### src/hw/rtl/art_pkg.sv
`timescale 1ns / 1ps
// ----------------------------------------------------------------------------
// art_pkg
// Shared types and constants for the allocation range tracker.
// ----------------------------------------------------------------------------
package art_pkg;

    localparam int TABLE_ENTRIES = 16;
    localparam int MAX_DIMS      = 4;
    localparam int DIM_FIELDS    = 4;
    localparam int DIM_LIMIT     = (MAX_DIMS < DIM_FIELDS) ? MAX_DIMS : DIM_FIELDS;
    localparam int SLOT_W        = (TABLE_ENTRIES > 1) ? $clog2(TABLE_ENTRIES) : 1;
    localparam int DIM_IW        = (DIM_LIMIT > 1) ? $clog2(DIM_LIMIT) : 1;
    localparam int FIFO_DEPTH    = 2;
    localparam int FIFO_PW       = $clog2(FIFO_DEPTH);
    localparam int FIFO_CW       = $clog2(FIFO_DEPTH + 1);

    localparam logic [1:0] MODE_INSERT  = 2'd0;
    localparam logic [1:0] MODE_REMOVE  = 2'd1;
    localparam logic [1:0] MODE_CONTAIN = 2'd2;
    localparam logic [1:0] MODE_EXACT   = 2'd3;

    localparam logic [2:0] ST_OK       = 3'd0;
    localparam logic [2:0] ST_NOTFOUND = 3'd1;
    localparam logic [2:0] ST_FULL     = 3'd2;
    localparam logic [2:0] ST_ZERO     = 3'd3;
    localparam logic [2:0] ST_OVF      = 3'd4;

    typedef logic [DIM_LIMIT-1:0][15:0] ext_t;

    typedef struct packed {
        logic [1:0]  mode;
        logic [63:0] address;
        logic [31:0] elem_bytes;
        logic [2:0]  num_dims;
        logic [15:0] dim_0;
        logic [15:0] dim_1;
        logic [15:0] dim_2;
        logic [15:0] dim_3;
    } in_item_t;

    typedef struct packed {
        logic [2:0]  status;
        logic [63:0] entry_start;
        logic [31:0] entry_elem_bytes;
        logic [63:0] entry_elems;
        logic [63:0] entry_bytes;
        logic [2:0]  entry_dims;
        logic [63:0] flat_index;
        logic [63:0] index_0;
        logic [63:0] index_1;
        logic [63:0] index_2;
        logic [63:0] index_3;
    } out_item_t;

    typedef struct packed {
        logic [1:0]  mode;
        logic [63:0] address;
        logic [31:0] elem_bytes;
        logic [2:0]  nd;
        ext_t        ext;
    } cmd_t;

    typedef struct packed {
        logic        start;
        logic [63:0] dividend;
        logic [31:0] divisor;
    } div_req_t;

    typedef struct packed {
        logic        done;
        logic [63:0] quot;
        logic [31:0] rem;
    } div_rsp_t;

endpackage

### src/hw/rtl/art_front.sv
`timescale 1ns / 1ps
// ----------------------------------------------------------------------------
// art_front
// Accepts items, clamps the dimension count and queues commands.
// ----------------------------------------------------------------------------
module art_front
    import art_pkg::*;
(
    input  logic     clk,
    input  logic     rst_n,
    input  logic     push,
    input  in_item_t in_item,
    output logic     full,
    output logic     cmd_valid,
    output cmd_t     cmd,
    input  logic     cmd_pop
);

    cmd_t                q_mem [FIFO_DEPTH];
    logic [FIFO_PW-1:0]  wr_ptr_reg;
    logic [FIFO_PW-1:0]  rd_ptr_reg;
    logic [FIFO_CW-1:0]  cnt_reg;
    cmd_t                new_cmd;
    logic [DIM_FIELDS-1:0][15:0] dims;
    logic                do_push;
    logic                do_pop;

    always_comb
    begin
        dims = {in_item.dim_3, in_item.dim_2, in_item.dim_1, in_item.dim_0};
        new_cmd.mode       = in_item.mode;
        new_cmd.address    = in_item.address;
        new_cmd.elem_bytes = in_item.elem_bytes;
        if (in_item.num_dims > 3'(DIM_LIMIT))
            new_cmd.nd = 3'(DIM_LIMIT);
        else
            new_cmd.nd = in_item.num_dims;
        for (int i = 0; i < DIM_LIMIT; i++)
            new_cmd.ext[i] = dims[i];
    end

    assign full      = (cnt_reg == FIFO_CW'(FIFO_DEPTH));
    assign cmd_valid = (cnt_reg != '0);
    assign cmd       = q_mem[rd_ptr_reg];
    assign do_push   = push && !full;
    assign do_pop    = cmd_pop && cmd_valid;

    always_ff @(posedge clk)
    begin
        if (do_push)
            q_mem[wr_ptr_reg] <= new_cmd;
    end

    always_ff @(posedge clk or negedge rst_n)
    begin
        if (!rst_n)
        begin
            wr_ptr_reg <= '0;
            rd_ptr_reg <= '0;
            cnt_reg    <= '0;
        end
        else
        begin
            if (do_push)
                wr_ptr_reg <= (wr_ptr_reg == FIFO_PW'(FIFO_DEPTH - 1)) ? '0
                                                                        : wr_ptr_reg + 1'b1;
            if (do_pop)
                rd_ptr_reg <= (rd_ptr_reg == FIFO_PW'(FIFO_DEPTH - 1)) ? '0
                                                                        : rd_ptr_reg + 1'b1;
            if (do_push && !do_pop)
                cnt_reg <= cnt_reg + 1'b1;
            else if (do_pop && !do_push)
                cnt_reg <= cnt_reg - 1'b1;
        end
    end

endmodule

### config.mk
export PLATFORM = sky130hd
export DESIGN_NAME = art_front
export DESIGN_NICKNAME = d
export VERILOG_FILES = /design/src/hw/rtl/art_pkg.sv /design/src/hw/rtl/art_front.sv
export SDC_FILE = /design/constraint.sdc
export NUM_CORES = 1
export LEC_CHECK = 0
export BUFFER_PORTS_ARGS = -buffer_cell sky130_fd_sc_hd__buf_4
export CAP_MARGIN = 0
export CORE_ASPECT_RATIO = 1.75
export CORE_MARGIN = 2
export CORE_UTILIZATION = 45
export DETAILED_ROUTE_END_ITERATION = 12
export PLACE_DENSITY = 0.73
export SYNTH_ARGS = -nofsm -noshare
export SYNTH_HDL_FRONTEND = slang
export SYNTH_SLANG_ARGS = --single-unit
### constraint.sdc
create_clock -name clk -period 23.7 [get_ports clk]
set_clock_uncertainty 0.1 [all_clocks]
set_input_delay 4.74 -clock clk [delete_from_list [all_inputs] [get_ports clk]]
set_output_delay 4.74 -clock clk [all_outputs]
set_load 0.01 [all_outputs]
==> metrics.csv <==
metric;value;unit
crit_arrival;3.59;ns
cp-end-kind;output pin;
cts_setup_buffers;0;
hpwl;17100;um
synth_edf_count;330;
synthTopCellsByCount;330 x edfxtp_1, 165 x mux2_2, 14 x buf_6;
fin_ws;15.27;ns
p_per_area;120;nW/um^2
p_leak;0.00591;uW
gp_congestion;0.779;
routed_wl;24900;um
grt_overflow;0;
fmax;0.119;GHz
synth_fp_nets;705;
synth_area;12200;um^2
synth-seq-cells;334;
yosys.area_share.simple;0.00381;
worstMarginPinSlew;1.13;ns
fp.coreArea;26600;um^2
rsz0062_at_grt;no;
synth_mux_area_frac;0.153;
die_area;28400;um^2
peakVddDrop;0.0000809;V
worst-path-max-fanout;67;
cp.required;18.86;ns
synth_sequential_area_ratio;0.823;
drive_gt1_frac;0.607;
yosys_warnings;0;
pre_cts_ws;15.78;ns
slew_headroom;0.249;
clk_latency;0.53;ns
drc;0;
dr.pass1.iters;6;
synth_compound_area_frac;0;
clk_path_buf_depth;3;
syn-instance-count;535;
routed_via_density;4.96;
fin_nets;1059;
critPathKind;reg -> out;
route.detailed.wl_per_inst;20.1;um
area_growth;30.5;%
ios;336;
hold_buffers;0;
start_util;0.457;
vias;6145;
die_x;128;um
yosys.area_share.xor_xnor;0.00360;
crit_chain;buf_4 > buf_4 > mux2_2 > buf_4;
syn_avg_cell_area;22.7;um^2
synth_ff_type;edfxtp_1;
final-hold-violation-count;0;
drtAntennaViolNets;0;
clkTransAtPathRegs;0.06;ns
hp-class;reg -> reg;
track_usage;0.170;
numCtsBuffers;30;
yosysMostFrequentCell;edfxtp_1;
slew_viol_final;0;
rows;79;
setup_tns;0;ns
die_h;221;um
cts_num_sinks;334;
ctsResizeCount;0;
async_flop_share;0.0120;
htreeDepth;1;
cp_common_cell;buf_4;
setup.worst_path.start_class;flop;
yosysTopAreaCellShare;0.815;
fin_crit_sh;0.356;
synth_top_family_by_area;multiplexers;
drv_cap;0;
netlist_top_cells_area;edfxtp_1 81%, mux2_2 15%, buf_6 1.3%, dfrtp_1 0.82%, xnor2_1 0.22%;
antenna_found_initial;6;
critPathSlowestCell;dfrtp_4;
synth_fa_ha_area_frac;0.00103;
slowest_delay;0.85;ns
grt_pass1_wl;36700;um
drt_iter0_drc;312;
grt_pass1_vias;6518;
largest_reg_flops;330;
status;finished, final reports clean;
grt_max_degree;84;
fin_crit;8.43;ns
yosysUniqueCellTypes;17;
portBuffers;335;
finalSetupViolations;0;
cts_tree;yes;
synth_top_area_cell;edfxtp_1;
ctsRootBufferMaster;clkbuf_16;
==> routing by layer <==
metal | vias up | track usage | part of all wire
li1 | 2840 | - | -
met1 | 3011 | 0.173 | 0.33
met3 | 49 | 0.0458 | 0.073
met5 | - | 0 | 0.0016
met4 | 6 | 0.0755 | 0.038
met2 | 239 | 0.318 | 0.56
==> layout by cell type, fill, tap and decap left out, drive strengths merged <==
cell type | synthesis | layout
and3 | 1 | 1
buf | 18 | 341
bufinv | 0 | 1
clkbuf | 1 | 38
clkinv | 0 | 14
clkinvlp | 0 | 1
dfrtp | 4 | 4
diode | 0 | 3
edfxtp | 330 | 330
ha | 1 | 1
inv | 2 | 2
mux2 | 165 | 165
nand2 | 2 | 2
nand2b | 1 | 1
nor2 | 2 | 2
nor2b | 2 | 2
or2 | 1 | 1
xnor2 | 3 | 3
xor2 | 2 | 2
==> path summary, 6_finish.rpt <==
kind | start | to | slack [ns] | cells past startpoint
max | rd_ptr_reg | cmd[39] | 15.27 | 4
min | cnt_reg[1] | cnt_reg[1] | 0.39 | 1
max reg2reg | cnt_reg[0] | q_mem[0][142] | 21.08 | 4
min reg2reg | cnt_reg[1] | cnt_reg[1] | 0.39 | 1
max in group asynchronous | rst_n | rd_ptr_reg | 19.49 | 1
min in group asynchronous | rst_n | rd_ptr_reg | 3.89 | 1
==> cells by family after synthesis <==
kind of cell / after synthesis
multiplexers: 165
XOR/XNOR: 5
buffers and inverters: 21
adder cells (fa/ha/maj): 1
AND/OR/NAND/NOR: 9
flip-flops: 334
==> critical path, delay by kind of cell, from the launching register on <==
kind / cells / cell delay, ns
muxes: 1 / 0.42
DFF: 1 / 0.85
buffers and inverters: 3 / 1.63
==> final cells by class <==
class	count	area [um^2]
clock inverter	16	106
antenna	3	7.51
sequential	334	10000
inverter	2	7.51
fill	2006	10700
tap	324	405
timing repair buffer	341	2560
clock buffer	38	802
multi-input combinational	180	1970
==> power breakdown <==
part	switching (uW)	internal (uW)
combinational	297	311
clock	198	249
sequential	44.0	809
==> through the flow <==
| stage | power, uW | cell area (um^2) | std cells | hold slack [ns] | util |
|---|---|---|---|---|---|
| 6_report | 1910 | 15900 | 1238 | 0.389 | 0.597 |
| 5_1_grt | 2000 | 15900 | 1237 | 0.407 | 0.597 |
| 4_1_cts | 1940 | 15900 | 1235 | 0.392 | 0.597 |
| 3_5_place_dp | 1490 | 15000 | 1181 | 0.381 | 0.563 |
| 3_3_place_gp | 1480 | 15000 | 1181 | 0.373 | 0.563 |
| 2_1_floorplan | 1230 | 12200 | 535 | 0.356 | - |
Power figures use the tool's default switching activity.
